`src/salru_pkg.sv`:
```
// salru_pkg: shared types and codes for the size-aware lru evictor
// no dependencies
package salru_pkg;

  localparam int unsigned KeyW  = 32;
  localparam int unsigned SizeW = 40;
  localparam logic [SizeW-1:0] SizeMax = {SizeW{1'b1}};
  localparam logic [SizeW-1:0] CapReset = 40'd1073741824;

  typedef enum logic [1:0] {
    CMD_STORE  = 2'd0,
    CMD_LOAD   = 2'd1,
    CMD_REMOVE = 2'd2,
    CMD_CLEAR  = 2'd3
  } cmd_e;

  typedef enum logic [2:0] {
    ST_IDLE,
    ST_SCAN,
    ST_DECIDE,
    ST_EVICT,
    ST_RESULT
  } state_e;

  // result item as held in the output register
  typedef struct packed {
    logic             kind;
    logic [KeyW-1:0]  evicted_key;
    logic [SizeW-1:0] evicted_size;
    logic             hit;
    logic             rejected;
    logic [SizeW-1:0] free_space;
    logic             last;
  } result_t;

endpackage

```
`src/salru_table.sv`:
```
// salru_table: key, size, valid and rank storage, scanned one slot a cycle
// depends on salru_pkg
module salru_table import salru_pkg::*; #(
  parameter int unsigned ENTRIES = 32,
  parameter int unsigned IdxW    = $clog2(ENTRIES),
  parameter int unsigned RankW   = $clog2(ENTRIES)
) (
  input  logic             clk_i,
  input  logic             rst_ni,
  // scan read port: valid and rank at rd_idx, key and size registered from pf_idx
  input  logic [IdxW-1:0]  rd_idx_i,
  input  logic [IdxW-1:0]  pf_idx_i,
  output logic [KeyW-1:0]  rd_key_o,
  output logic [SizeW-1:0] rd_size_o,
  output logic             rd_valid_o,
  output logic [RankW-1:0] rd_rank_o,
  // slot write on store
  input  logic             wr_en_i,
  input  logic [IdxW-1:0]  wr_idx_i,
  input  logic [KeyW-1:0]  wr_key_i,
  input  logic [SizeW-1:0] wr_size_i,
  // rank maintenance, all slots at once
  input  logic             age_all_i,    // every valid rank + 1
  input  logic             touch_i,      // ranks below ref + 1, slot to 0
  input  logic             drop_i,       // ranks above ref - 1, slot invalid
  input  logic [IdxW-1:0]  ref_idx_i,
  input  logic [RankW-1:0] ref_rank_i,
  input  logic             clear_i
);

  logic [KeyW-1:0]  keys_q  [ENTRIES];
  logic [SizeW-1:0] sizes_q [ENTRIES];
  logic [ENTRIES-1:0] valid_q;
  logic [RankW-1:0] rank_q [ENTRIES];

  // payload memory, read at the prefetch index and registered so it lines up with the scan
  always_ff @(posedge clk_i) begin
    if (wr_en_i) begin
      keys_q[wr_idx_i]  <= wr_key_i;
      sizes_q[wr_idx_i] <= wr_size_i;
    end
    rd_key_o  <= keys_q[pf_idx_i];
    rd_size_o <= sizes_q[pf_idx_i];
  end

  assign rd_valid_o = valid_q[rd_idx_i];
  assign rd_rank_o  = rank_q[rd_idx_i];

  // per-slot valid and rank update
  always_ff @(posedge clk_i or negedge rst_ni) begin
    if (!rst_ni) begin
      valid_q <= '0;
      for (int i = 0; i < ENTRIES; i++) rank_q[i] <= '0;
    end else if (clear_i) begin
      valid_q <= '0;
      for (int i = 0; i < ENTRIES; i++) rank_q[i] <= '0;
    end else begin
      for (int i = 0; i < ENTRIES; i++) begin
        if (age_all_i && valid_q[i]) rank_q[i] <= rank_q[i] + 1'b1;
        if (touch_i && valid_q[i] && rank_q[i] < ref_rank_i)
          rank_q[i] <= rank_q[i] + 1'b1;
        if (drop_i && valid_q[i] && rank_q[i] > ref_rank_i)
          rank_q[i] <= rank_q[i] - 1'b1;
      end
      if (touch_i) rank_q[ref_idx_i] <= '0;
      if (drop_i) begin
        valid_q[ref_idx_i] <= 1'b0;
        rank_q[ref_idx_i]  <= '0;
      end
      if (wr_en_i) begin
        valid_q[wr_idx_i] <= 1'b1;
        rank_q[wr_idx_i]  <= '0;
      end
    end
  end

endmodule

```
`src/salru_ctrl.sv`:
```
// salru_ctrl: command sequencer, scan unit and free-space accounting
// depends on salru_pkg
module salru_ctrl import salru_pkg::*; #(
  parameter int unsigned ENTRIES = 32,
  parameter int unsigned IdxW    = $clog2(ENTRIES),
  parameter int unsigned RankW   = $clog2(ENTRIES)
) (
  input  logic             clk_i,
  input  logic             rst_ni,
  input  logic [SizeW-1:0] capacity_i,
  input  logic             in_valid_i,
  output logic             in_ready_o,
  input  logic [1:0]       command_i,
  input  logic [KeyW-1:0]  key_i,
  input  logic [SizeW-1:0] seg_size_i,
  output logic             res_valid_o,
  input  logic             res_ready_i,
  output result_t          res_o,
  // table side
  output logic [IdxW-1:0]  rd_idx_o,
  output logic [IdxW-1:0]  pf_idx_o,
  input  logic [KeyW-1:0]  rd_key_i,
  input  logic [SizeW-1:0] rd_size_i,
  input  logic             rd_valid_i,
  input  logic [RankW-1:0] rd_rank_i,
  output logic             wr_en_o,
  output logic [IdxW-1:0]  wr_idx_o,
  output logic [KeyW-1:0]  wr_key_o,
  output logic [SizeW-1:0] wr_size_o,
  output logic             age_all_o,
  output logic             touch_o,
  output logic             drop_o,
  output logic [IdxW-1:0]  ref_idx_o,
  output logic [RankW-1:0] ref_rank_o,
  output logic             clear_o
);

  localparam int unsigned CntW = $clog2(ENTRIES + 1);
  localparam logic [IdxW-1:0] LastIdx = IdxW'(ENTRIES - 1);
  localparam logic [CntW-1:0] Full    = CntW'(ENTRIES);

  state_e state_q, state_d;
  cmd_e cmd_q;
  logic [KeyW-1:0]  key_q;
  logic [SizeW-1:0] size_q;
  logic [IdxW-1:0]  idx_q;
  // scan findings
  logic             fnd_q, lru_ok_q, free_ok_q;
  logic [IdxW-1:0]  fnd_idx_q, lru_idx_q, free_idx_q;
  logic [RankW-1:0] fnd_rank_q, lru_rank_q;
  logic [SizeW-1:0] lru_size_q, fnd_size_q;
  logic [KeyW-1:0]  lru_key_q;
  logic [SizeW-1:0] free_q;
  logic [CntW-1:0]  held_q;
  // completion flags, copied into the result register when it is free
  logic             hit_q, rej_q;
  logic             res_v_q;
  result_t          res_q;

  logic [SizeW:0] give_sum;
  logic need_room;

  assign in_ready_o  = (state_q == ST_IDLE);
  assign res_valid_o = res_v_q;
  assign res_o       = res_q;
  assign rd_idx_o    = idx_q;
  assign pf_idx_o    = (state_q == ST_SCAN && idx_q != LastIdx) ? idx_q + 1'b1 : '0;
  assign wr_idx_o    = free_idx_q;
  assign wr_key_o    = key_q;
  assign wr_size_o   = size_q;
  assign ref_rank_o  = (state_q == ST_EVICT) ? lru_rank_q : fnd_rank_q;
  assign ref_idx_o   = (state_q == ST_EVICT) ? lru_idx_q  : fnd_idx_q;
  assign give_sum    = {1'b0, free_q} + {1'b0, (state_q == ST_EVICT) ? lru_size_q : fnd_size_q};
  assign need_room   = (free_q < size_q) || (held_q >= Full);

  // next state and table strobes
  always_comb begin
    state_d   = state_q;
    wr_en_o   = 1'b0;
    age_all_o = 1'b0;
    touch_o   = 1'b0;
    drop_o    = 1'b0;
    clear_o   = 1'b0;
    case (state_q)
      ST_IDLE: begin
        if (in_valid_i) begin
          if (cmd_e'(command_i) == CMD_CLEAR) state_d = ST_RESULT;
          else if (cmd_e'(command_i) == CMD_STORE && seg_size_i > capacity_i)
            state_d = ST_RESULT;
          else state_d = ST_SCAN;
        end
      end
      ST_SCAN:   if (idx_q == LastIdx) state_d = ST_DECIDE;
      ST_DECIDE: begin
        case (cmd_q)
          CMD_STORE: begin
            if (need_room && lru_ok_q) state_d = ST_EVICT;
            else begin
              state_d = ST_RESULT;
              if (!need_room && free_ok_q) begin
                wr_en_o   = 1'b1;
                age_all_o = 1'b1;
              end
            end
          end
          CMD_LOAD: begin
            touch_o = fnd_q;
            state_d = ST_RESULT;
          end
          CMD_REMOVE: begin
            drop_o  = fnd_q;
            state_d = ST_RESULT;
          end
          default: state_d = ST_RESULT;
        endcase
      end
      ST_EVICT: if (!res_v_q) begin
        drop_o  = 1'b1;
        state_d = ST_SCAN;
      end
      ST_RESULT: if (!res_v_q) begin
        clear_o = (cmd_q == CMD_CLEAR);
        state_d = ST_IDLE;
      end
      default: state_d = ST_IDLE;
    endcase
  end

  always_ff @(posedge clk_i or negedge rst_ni) begin
    if (!rst_ni) state_q <= ST_IDLE;
    else         state_q <= state_d;
  end

  // datapath: one slot examined per scan cycle
  always_ff @(posedge clk_i or negedge rst_ni) begin
    if (!rst_ni) begin
      free_q  <= CapReset;
      held_q  <= '0;
      res_v_q <= 1'b0;
      cmd_q   <= CMD_STORE;
      idx_q   <= '0;
      fnd_q <= 1'b0; lru_ok_q <= 1'b0; free_ok_q <= 1'b0;
      hit_q <= 1'b0; rej_q <= 1'b0;
      res_q <= '0;
    end else begin
      if (res_v_q && res_ready_i) res_v_q <= 1'b0;
      case (state_q)
        ST_IDLE: if (in_valid_i) begin
          cmd_q  <= cmd_e'(command_i);
          key_q  <= key_i;
          size_q <= seg_size_i;
          idx_q  <= '0;
          fnd_q <= 1'b0; lru_ok_q <= 1'b0; free_ok_q <= 1'b0;
          hit_q <= 1'b0;
          rej_q <= (cmd_e'(command_i) == CMD_STORE && seg_size_i > capacity_i);
        end
        ST_SCAN: begin
          idx_q <= idx_q + 1'b1;
          if (rd_valid_i && rd_key_i == key_q && !fnd_q) begin
            fnd_q <= 1'b1; fnd_idx_q <= idx_q;
            fnd_rank_q <= rd_rank_i; fnd_size_q <= rd_size_i;
          end
          if (rd_valid_i && (!lru_ok_q || rd_rank_i > lru_rank_q)) begin
            lru_ok_q <= 1'b1; lru_idx_q <= idx_q; lru_rank_q <= rd_rank_i;
            lru_key_q <= rd_key_i; lru_size_q <= rd_size_i;
          end
          if (!rd_valid_i && !free_ok_q) begin
            free_ok_q <= 1'b1; free_idx_q <= idx_q;
          end
        end
        ST_DECIDE: begin
          case (cmd_q)
            CMD_STORE: if (!(need_room && lru_ok_q)) begin
              if (!need_room && free_ok_q) begin
                free_q <= free_q - size_q;
                held_q <= held_q + 1'b1;
              end else rej_q <= 1'b1;
            end
            CMD_LOAD: hit_q <= fnd_q;
            CMD_REMOVE: begin
              hit_q <= fnd_q;
              if (fnd_q) begin
                free_q <= give_sum[SizeW] ? SizeMax : give_sum[SizeW-1:0];
                held_q <= held_q - 1'b1;
              end
            end
            default: ;
          endcase
        end
        ST_EVICT: if (!res_v_q) begin
          res_v_q <= 1'b1;
          res_q.kind <= 1'b1; res_q.evicted_key <= lru_key_q;
          res_q.evicted_size <= lru_size_q; res_q.last <= 1'b0;
          res_q.hit <= 1'b0; res_q.rejected <= 1'b0;
          res_q.free_space <= give_sum[SizeW] ? SizeMax : give_sum[SizeW-1:0];
          free_q <= give_sum[SizeW] ? SizeMax : give_sum[SizeW-1:0];
          held_q <= held_q - 1'b1;
          idx_q  <= '0;
          fnd_q <= 1'b0; lru_ok_q <= 1'b0; free_ok_q <= 1'b0;
        end
        ST_RESULT: if (!res_v_q) begin
          res_v_q <= 1'b1;
          res_q.kind <= 1'b0; res_q.evicted_key <= '0;
          res_q.evicted_size <= '0; res_q.last <= 1'b1;
          res_q.hit <= hit_q; res_q.rejected <= rej_q;
          if (cmd_q == CMD_CLEAR) begin
            free_q <= capacity_i; held_q <= '0;
            res_q.free_space <= capacity_i;
          end else res_q.free_space <= free_q;
        end
        default: ;
      endcase
    end
  end

endmodule

```
`src/size_aware_lru_evictor_top.sv`:
```
// channel  | signals                                   | direction
// command  | in_valid_i/in_ready_o, command/key/size   | in
// result   | out_valid_o/out_ready_i, kind..last       | out
// config   | cfg_we_i, cfg_data_i                      | in
// each command other than clear and oversize store scans all ENTRIES slots, one
// slot per cycle, and a store scans them again after each eviction; clear and
// oversize store skip the scan. the slot scan goes through the single read port.
// reset empties the table and sets free space to capacity; a stalled result
// holds the sequencer until taken.
// depends on salru_pkg, salru_table, salru_ctrl
module size_aware_lru_evictor_top import salru_pkg::*; #(
  parameter int unsigned ENTRIES = 32
) (
  input  logic             clk_i,
  input  logic             rst_ni,
  input  logic             cfg_we_i,
  input  logic [SizeW-1:0] cfg_data_i,
  input  logic             in_valid_i,
  output logic             in_ready_o,
  input  logic [1:0]       command_i,
  input  logic [KeyW-1:0]  key_i,
  input  logic [SizeW-1:0] seg_size_i,
  output logic             out_valid_o,
  input  logic             out_ready_i,
  output logic             kind_o,
  output logic [KeyW-1:0]  evicted_key_o,
  output logic [SizeW-1:0] evicted_size_o,
  output logic             hit_o,
  output logic             rejected_o,
  output logic [SizeW-1:0] free_space_o,
  output logic             last_o
);

  localparam int unsigned IdxW  = $clog2(ENTRIES);
  localparam int unsigned RankW = $clog2(ENTRIES);

  logic [SizeW-1:0] capacity_q;
  result_t res;
  logic [IdxW-1:0]  rd_idx, pf_idx, wr_idx, ref_idx;
  logic [KeyW-1:0]  rd_key, wr_key;
  logic [SizeW-1:0] rd_size, wr_size;
  logic             rd_valid, wr_en, age_all, touch, drop, clr;
  logic [RankW-1:0] rd_rank, ref_rank;

  // capacity register
  always_ff @(posedge clk_i or negedge rst_ni) begin
    if (!rst_ni)       capacity_q <= CapReset;
    else if (cfg_we_i) capacity_q <= cfg_data_i;
  end

  salru_table #(.ENTRIES(ENTRIES), .IdxW(IdxW), .RankW(RankW)) u_table (
    .clk_i, .rst_ni,
    .rd_idx_i(rd_idx), .pf_idx_i(pf_idx), .rd_key_o(rd_key), .rd_size_o(rd_size),
    .rd_valid_o(rd_valid), .rd_rank_o(rd_rank),
    .wr_en_i(wr_en), .wr_idx_i(wr_idx), .wr_key_i(wr_key), .wr_size_i(wr_size),
    .age_all_i(age_all), .touch_i(touch), .drop_i(drop),
    .ref_idx_i(ref_idx), .ref_rank_i(ref_rank), .clear_i(clr)
  );

  salru_ctrl #(.ENTRIES(ENTRIES), .IdxW(IdxW), .RankW(RankW)) u_ctrl (
    .clk_i, .rst_ni, .capacity_i(capacity_q),
    .in_valid_i, .in_ready_o, .command_i, .key_i, .seg_size_i,
    .res_valid_o(out_valid_o), .res_ready_i(out_ready_i), .res_o(res),
    .rd_idx_o(rd_idx), .pf_idx_o(pf_idx), .rd_key_i(rd_key), .rd_size_i(rd_size),
    .rd_valid_i(rd_valid), .rd_rank_i(rd_rank),
    .wr_en_o(wr_en), .wr_idx_o(wr_idx), .wr_key_o(wr_key), .wr_size_o(wr_size),
    .age_all_o(age_all), .touch_o(touch), .drop_o(drop), .ref_idx_o(ref_idx),
    .ref_rank_o(ref_rank), .clear_o(clr)
  );

  assign kind_o         = res.kind;
  assign evicted_key_o  = res.evicted_key;
  assign evicted_size_o = res.evicted_size;
  assign hit_o          = res.hit;
  assign rejected_o     = res.rejected;
  assign free_space_o   = res.free_space;
  assign last_o         = res.last;

endmodule

```
`config.mk`:
```
export PLATFORM = sky130hd
export DESIGN_NAME = size_aware_lru_evictor_top
export DESIGN_NICKNAME = d
export VERILOG_FILES = /design/src/salru_pkg.sv /design/src/salru_table.sv /design/src/salru_ctrl.sv /design/src/size_aware_lru_evictor_top.sv
export SDC_FILE = /design/constraint.sdc
export NUM_CORES = 2
export LEC_CHECK = 0
export BUFFER_PORTS_ARGS = -buffer_cell sky130_fd_sc_hd__buf_2
export CAP_MARGIN = 30
export CORE_MARGIN = 5
export CORE_UTILIZATION = 37
export DETAILED_ROUTE_END_ITERATION = 16
export PLACE_DENSITY = 0.62
export SLEW_MARGIN = 40
export SYNTH_ARGS = -nofsm -noshare
export SYNTH_HDL_FRONTEND = slang
export SYNTH_SLANG_ARGS = --single-unit
```
`constraint.sdc`:
```
create_clock -name clk_i -period 30.4 [get_ports clk_i]
set_input_delay 4.56 -clock clk_i [delete_from_list [all_inputs] [get_ports clk_i]]
set_output_delay 4.56 -clock clk_i [all_outputs]
set_load 0.01 [all_outputs]
```
* After elaboration in Yosys (flattened, before gate mapping)
Memory sizes are Yosys's and may differ from the RTL's. A register that Yosys moved wholly into a read port is not among the register bits.
Cells that the tools add are included.
Widths: inputs -> output; s select.
** Word-level totals
- Register bits :: 619
- RAM bits :: 2304
- Input port bits :: 119
- Output and inout bits :: 118
- Word-level logic and storage cells :: 671
- Memories :: 2
** Cells by class
- $add $sub $neg :: 69
- $lt $le $gt $ge :: 78
- Equal/unequal tests :: 27
- Muxes and demuxes :: 218
- Bitwise operators :: 11
- Reduce and logical (&&, ||, !) cells :: 204
** Memories
- u_table.sizes_q :: depth 32, width 40, rd ports 1, clocked after memory_dff 1, write ports 1, line salru_table.sv:32 : logic [SizeW-1:0] sizes_q [ENTRIES];
- u_table.keys_q :: depth 32, width 32, rd ports 1, clocked after memory_dff 1, write ports 1, line salru_table.sv:31 : logic [KeyW-1:0] keys_q [ENTRIES];
** Operators by type and width (count)
- $mux 160 :: 6
- $mux 5 :: 137
- $and 160x160->160 :: 3
- $mux 40 :: 8
- $not 160->160 :: 2
- $mux 116 :: 2
- $pmux 116 s2 :: 1
- $logic_and 1x1->1 :: 173
- $add 5x1->5 const B :: 33
- $gt 5x5->1 :: 33
- $lt 5x5->1 :: 32
- $sub 5x1->5 const B :: 32
- $mux 32 :: 4
- $pmux 40 s3 :: 1
- $pmux 40 s2 :: 1
- $demux 5 s5 :: 2
- $add 40x40->41 :: 1
- $gt 40x40->1 :: 1
- $lt 40x40->1 :: 1
- $sub 40x40->40 :: 1
- $mux 6 :: 6
- $and 32x32->32 :: 1
- $eq 32x32->1 :: 1
- $not 32->32 :: 1
- 43 further kinds :: 124

* Longest topological paths before layout
- Depth in word-level cells :: 22
- Gate-level depth with buffers :: 22
- Mapped depth without buffers :: 17

* Hierarchy
Synthesis repeated with hierarchy kept, for this count alone.
** Unflattened totals
- Cells, all modules :: 7615
- Area, all modules :: 129327.8 um^2
** Modules (own cells, without submodules)
- salru_table :: times used 1, cells each 5446, area each 106417.1 um^2, sequential area each 75432.3 um^2
- salru_ctrl :: times used 1, cells each 2085, area each 21413.0 um^2, sequential area each 10731.5 um^2
- size_aware_lru_evictor_top :: times used 1, cells each 84, area each 1497.7 um^2, sequential area each 1002.2 um^2

* Least setup slack after synthesis
OpenSTA, ideal clock, no wires.
- Kind :: input to register
- From :: input port rst_ni
- To :: register u_ctrl.lru_idx_q[0] (enable)
- Setup time :: 645 ps
- Arrival time :: 10696 ps
- Required time :: 29755 ps
- Path slack :: 19059 ps
- Cell stages on the path :: 2
- Path buffers :: 0
- Cell sequence :: nand2_1 a211oi_1
** Between the ends
- Word-level cells in the longest chain between the ends :: 1
** RTL lines
- start, declared :: line size_aware_lru_evictor_top.sv:15 : input logic rst_ni,
- $reduce_and 3->1 (no source line)
- end signal, assigned :: line salru_ctrl.sv:164 : lru_ok_q <= 1'b1; lru_idx_q <= idx_q; lru_rank_q <= rd_rank_i;
- end, declared :: line salru_ctrl.sv:49 : logic [IdxW-1:0] fnd_idx_q, lru_idx_q, free_idx_q;
No other way between the ends.
A chain may end at the register's enable or synchronous reset.

* Worst setup path in the final report
- From :: input port seg_size_i[7]
- To :: register u_ctrl.state_q[2]
** Between the ends
- Word-level cells in the longest chain between the ends :: 6
** RTL lines
- start, declared :: line size_aware_lru_evictor_top.sv:22 : input logic [SizeW-1:0] seg_size_i,
- $gt 40x40->1 :: line salru_ctrl.sv:88 : else if (cmd_e'(command_i) == CMD_STORE && seg_size_i > capacity_i)
- $logic_and 1x1->1 :: line salru_ctrl.sv:88
- $mux 3 :: line salru_ctrl.sv:88
- $mux 3 :: line salru_ctrl.sv:87 : if (cmd_e'(command_i) == CMD_CLEAR) state_d = ST_RESULT;
- $mux 3 :: line salru_ctrl.sv:86 : if (in_valid_i) begin
- $pmux 3 s5 :: line salru_ctrl.sv:84 : case (state_q)
- end signal, assigned :: line salru_ctrl.sv:131 : else state_q <= state_d;
- end, declared :: line salru_ctrl.sv:42 : state_e state_q, state_d;
No other way between the ends. The select of a mux whose other input is x is not followed.

==> impl_metrics.csv <==
group,metric,value,unit
sta,setup_viol,0,
routing,drt_iter0_drc,10400,
cts,post_cts_resized,0,
place,dpl.hpwl,232,mm
cells_and_area,final_cell_area,146000,sq um
yosys,ys_dominant_reg_cell,"edfxtp_1",
sta,layout_min_cycle_time,6.71,ns
yosys,syn_area,129000,sq um
floorplan,io_pins,237,
worst_setup_path,crit_required,31.18,ns
yosys,ys_types,81,
routing,drc,0,
cells_and_area,regArea,87200,sq um
worst_setup_path,worstReg2RegStart,"u_ctrl.wr_size_o[35]",
status,status,"complete, no violations",
power_and_ir_drop,vdd_drop_max,0.0000673,V
place,post-place-ws,22.71,ns
worst_setup_path,reg2reg_depth,16,
place,dp.cells,13300,
cells_and_area,instances_no_fill,13800,
worst_hold_path,hp-class,"reg2reg",
worst_setup_path,endpoint_kind,"flip-flop",
cts,cts.sinks,2995,
worst_setup_path,arrival,7.49,ns
cts,cts_setup_buffers,0,
power_and_ir_drop,cellPowerDensity,86.0,nW/um^2
yosys,ys_seq_elements,2995,
floorplan,coreArea,346000,sq um
cells_and_area,nets,9481,
floorplan,die_width,600,microns
sta,tns,0,ns
cts,clkTransAtPathRegs,0.07,ns
power_and_ir_drop,p_total,12.6,mW
sta,fin_ws,23.69,ns
cts,cts_tree,"done",
yosys,postSynthAreaPerCell,14.7,sq um
worst_setup_path,startpoint,"seg_size_i[7]",
cells_and_area,fillerInstances,30900,
worst_setup_path,path_delay_family,"compound AO/OA/AOI/OAI gates",
cts,h-tree-depth,5,
sta,tightestPinTransition,0.975,ns
worst_hold_path,holdPathEnd,"u_ctrl.lru_size_q[29]",
yosys,yosys.area.top_type,"edfxtp_1",
place,gp_congestion,0.907,
routing,dr.pass1.iters,6,
cells_and_area,layout-drive-gt1-share,15.5,%
cells_and_area,syn_to_final_growth,13.4,%
sta,drv_slew,0,
cts,ctsRootBufferMaster,"clkbuf_16",
job,max-cap-violations,0,
floorplan,rows,216,
cts,hold_buffers,0,
floorplan,die_h,600,microns
yosys,syn-num-nets,9219,
routing,met2_length,183,mm
yosys,ys_warn_count,0,
routing,viasPerCell,5.97,
routing,dr_wl_met3,35.2,mm
floorplan,dieArea,360000,sq um
sta,max_freq,149,MHz
routing,avgRoutedWirePerCell,28.5,microns
cts,worstSkewPairLatency,0.88,ns
cts,cts_buffer_depth,4,
routing,wl_met1,162,mm
sta,rsz0062_at_grt,"false",
worst_hold_path,hold_start,"u_table.rd_size_o[29]",
grt,grt_pass1_wl,567,mm
yosys,synthTopCellsByCount,"2513 x edfxtp_1, 870 x nand2_1, 508 x o21ai_0",
place,numPortBuffers,236,
grt,grt_overflow,0,
routing,ant_nets,0,
yosys,synth_edf_count,2513,
grt,grt_max_degree,171,
yosys,async_reset_ff_share,13.7,%
grt,grt_pass1_vias,80800,
grt,antenna_found_initial,23,
routing,vias,82500,
routing,wirelength,394,mm
yosys,syn_inst,8740,
worst_setup_path,crit_path_start_kind,"input port",
cells_and_area,multiInputGateArea,39000,sq um
power_and_ir_drop,leakage,50.8,nW
worst_setup_path,r2r_end,"u_table.sizes_q[21][32]",
grt,grt.total_usage,21.3,%
worst_setup_path,crit_slowest_cell,"o21ai_2",
floorplan,initial_utilization,37.2,%
worst_hold_path,holdPathStages,0,
cts,numCtsBuffers,306,
worst_setup_path,r2r_slack,23.69,ns
place,dpl_cell_area,136000,sq um
sta,fin_crit_sh,22.1,%
worst_setup_path,cp_cell_sequence,"buf_2 > ha_1 > nand4_1 > o21ai_2 > a21o_1 > a2111oi_0 > a2111o_1 > a21oi_1 > a221o_1",
yosys,ys_seq_area_share,67.7,%
sta,finalHoldViolCount,0,
yosys,synth_top_area_share,58.6,%
worst_setup_path,max_stage_delay,0.69,ns
yosys,synthTopCellsByArea,"edfxtp_1 59%, dfrtp_1 7.9%, mux4_2 6.6%",
yosys,yosys.cell_count.top_type,"edfxtp_1",
worst_setup_path,cp_num_buf_inv,1,
sta,slew_headroom,34.4,%
worst_setup_path,path_max_fanout,3,
worst_setup_path,crit_type,"in2reg",
routing,highest_layer,"met5",
sta,clock_skew,0.0698,ns
==> cell families (layout without fill, tap and decap cells) <==
kind of cell               count (synthesis)  after routing  share of synthesized area [%]
DFF                                     2995           2995                           67.7
xor gates and xnor gates                 225            225                           1.53
adders and majority gates                360            360                           3.51
muxes                                    476            476                           7.38
and+or+nand+nor                         1829           1829                           6.57
buffers and inverters                    747           1245                           2.22
other                                      0              6                              0
AOI/OAI and AO/OA                       2108           2108                           11.1
==> routing by layer <==
| metal | GRT usage [%] | up-vias |
|---|---|---|
| met4 | 6.62 | 12 |
| li1 | - | 35100 |
| met5 | 0 | - |
| met3 | 4.25 | 733 |
| met1 | 29.5 | 42600 |
| met2 | 33.8 | 4046 |
==> placed cells by master, fill, tap and decap left out, types with 122 or more instances in the layout <==
cell	synthesis	routed
nor2_1	286	281
edfxtp_1	2513	2513
o21ai_0	508	506
a31oi_1	122	122
buf_4	0	139
a21oi_1	304	303
o221ai_1	324	323
ha_1	358	357
inv_1	249	216
buf_2	47	235
mux4_2	376	376
dfrtp_1	408	406
nand2_1	870	863
nand3_1	155	154
clkbuf_16	0	311
xor2_1	157	157
o22ai_1	304	304
==> final cells by class <==
cell class	instances	share of cell area, %
Multi-Input combinational cell	4998	26.7
Inverter	249	0.745
Antenna cell	6	0.0103
Timing Repair Buffer	452	2.24
Clock buffer	403	5.69
Clock inverter	141	0.976
Sequential cell	2995	59.7
Tap cell	4578	3.92
==> sequential cells by signal, summed over array words and instances, names as in the netlist, 2 cells and up <==
name / cells
u_ctrl.rd_idx_o: 5
u_table.sizes_q: 1280
u_ctrl.held_q: 6
u_ctrl.lru_idx_q: 5
u_table.valid_q: 32
capacity_q: 40
u_ctrl.wr_idx_o: 5
u_table.rd_key_o: 32
u_table.rank_q: 160
u_ctrl.cmd_q: 2
u_ctrl.wr_size_o: 40
u_ctrl.res_o: 116
u_ctrl.free_q: 40
u_ctrl.state_q: 3
u_table.keys_q: 1024
u_ctrl.lru_size_q: 40
u_ctrl.fnd_size_q: 40
u_ctrl.wr_key_o: 32
u_ctrl.lru_key_q: 32
u_ctrl.fnd_idx_q: 5
u_ctrl.lru_rank_q: 5
u_table.rd_size_o: 40
u_ctrl.fnd_rank_q: 5
==> worst max-delay path by stage <==
stage	endpoint	slack (ns)	cells after the start
finish	u_ctrl.state_q[2]	23.69	9
global route	u_table.sizes_q[21][32]	23.58	16
CTS	u_ctrl.state_q[2]	23.61	9
detailed placement	u_ctrl.state_q[2]	22.71	9
global placement	u_ctrl.state_q[2]	22.50	9
floorplan	u_ctrl.lru_idx_q[0]	19.06	2
==> metrics by stage <==
step	hold WS, ns	util (%)
6_report	0.422	42.1
4_1_cts	0.413	42.0
3_5_place_dp	0.419	39.2
5_1_grt	0.429	42.1
3_3_place_gp	0.411	39.1
2_1_floorplan	0.404	-
==> where the power goes <==
part	switching, mW	total [mW]	internal [mW]	leakage, nW
sequential	0.249	4.97	4.72	28.6
combinational	2.42	3.88	1.46	17.5
clock	1.58	3.71	2.13	4.72
total	4.25	12.6	8.31	50.8
No activity file was read; power rests on OpenSTA's default activity.
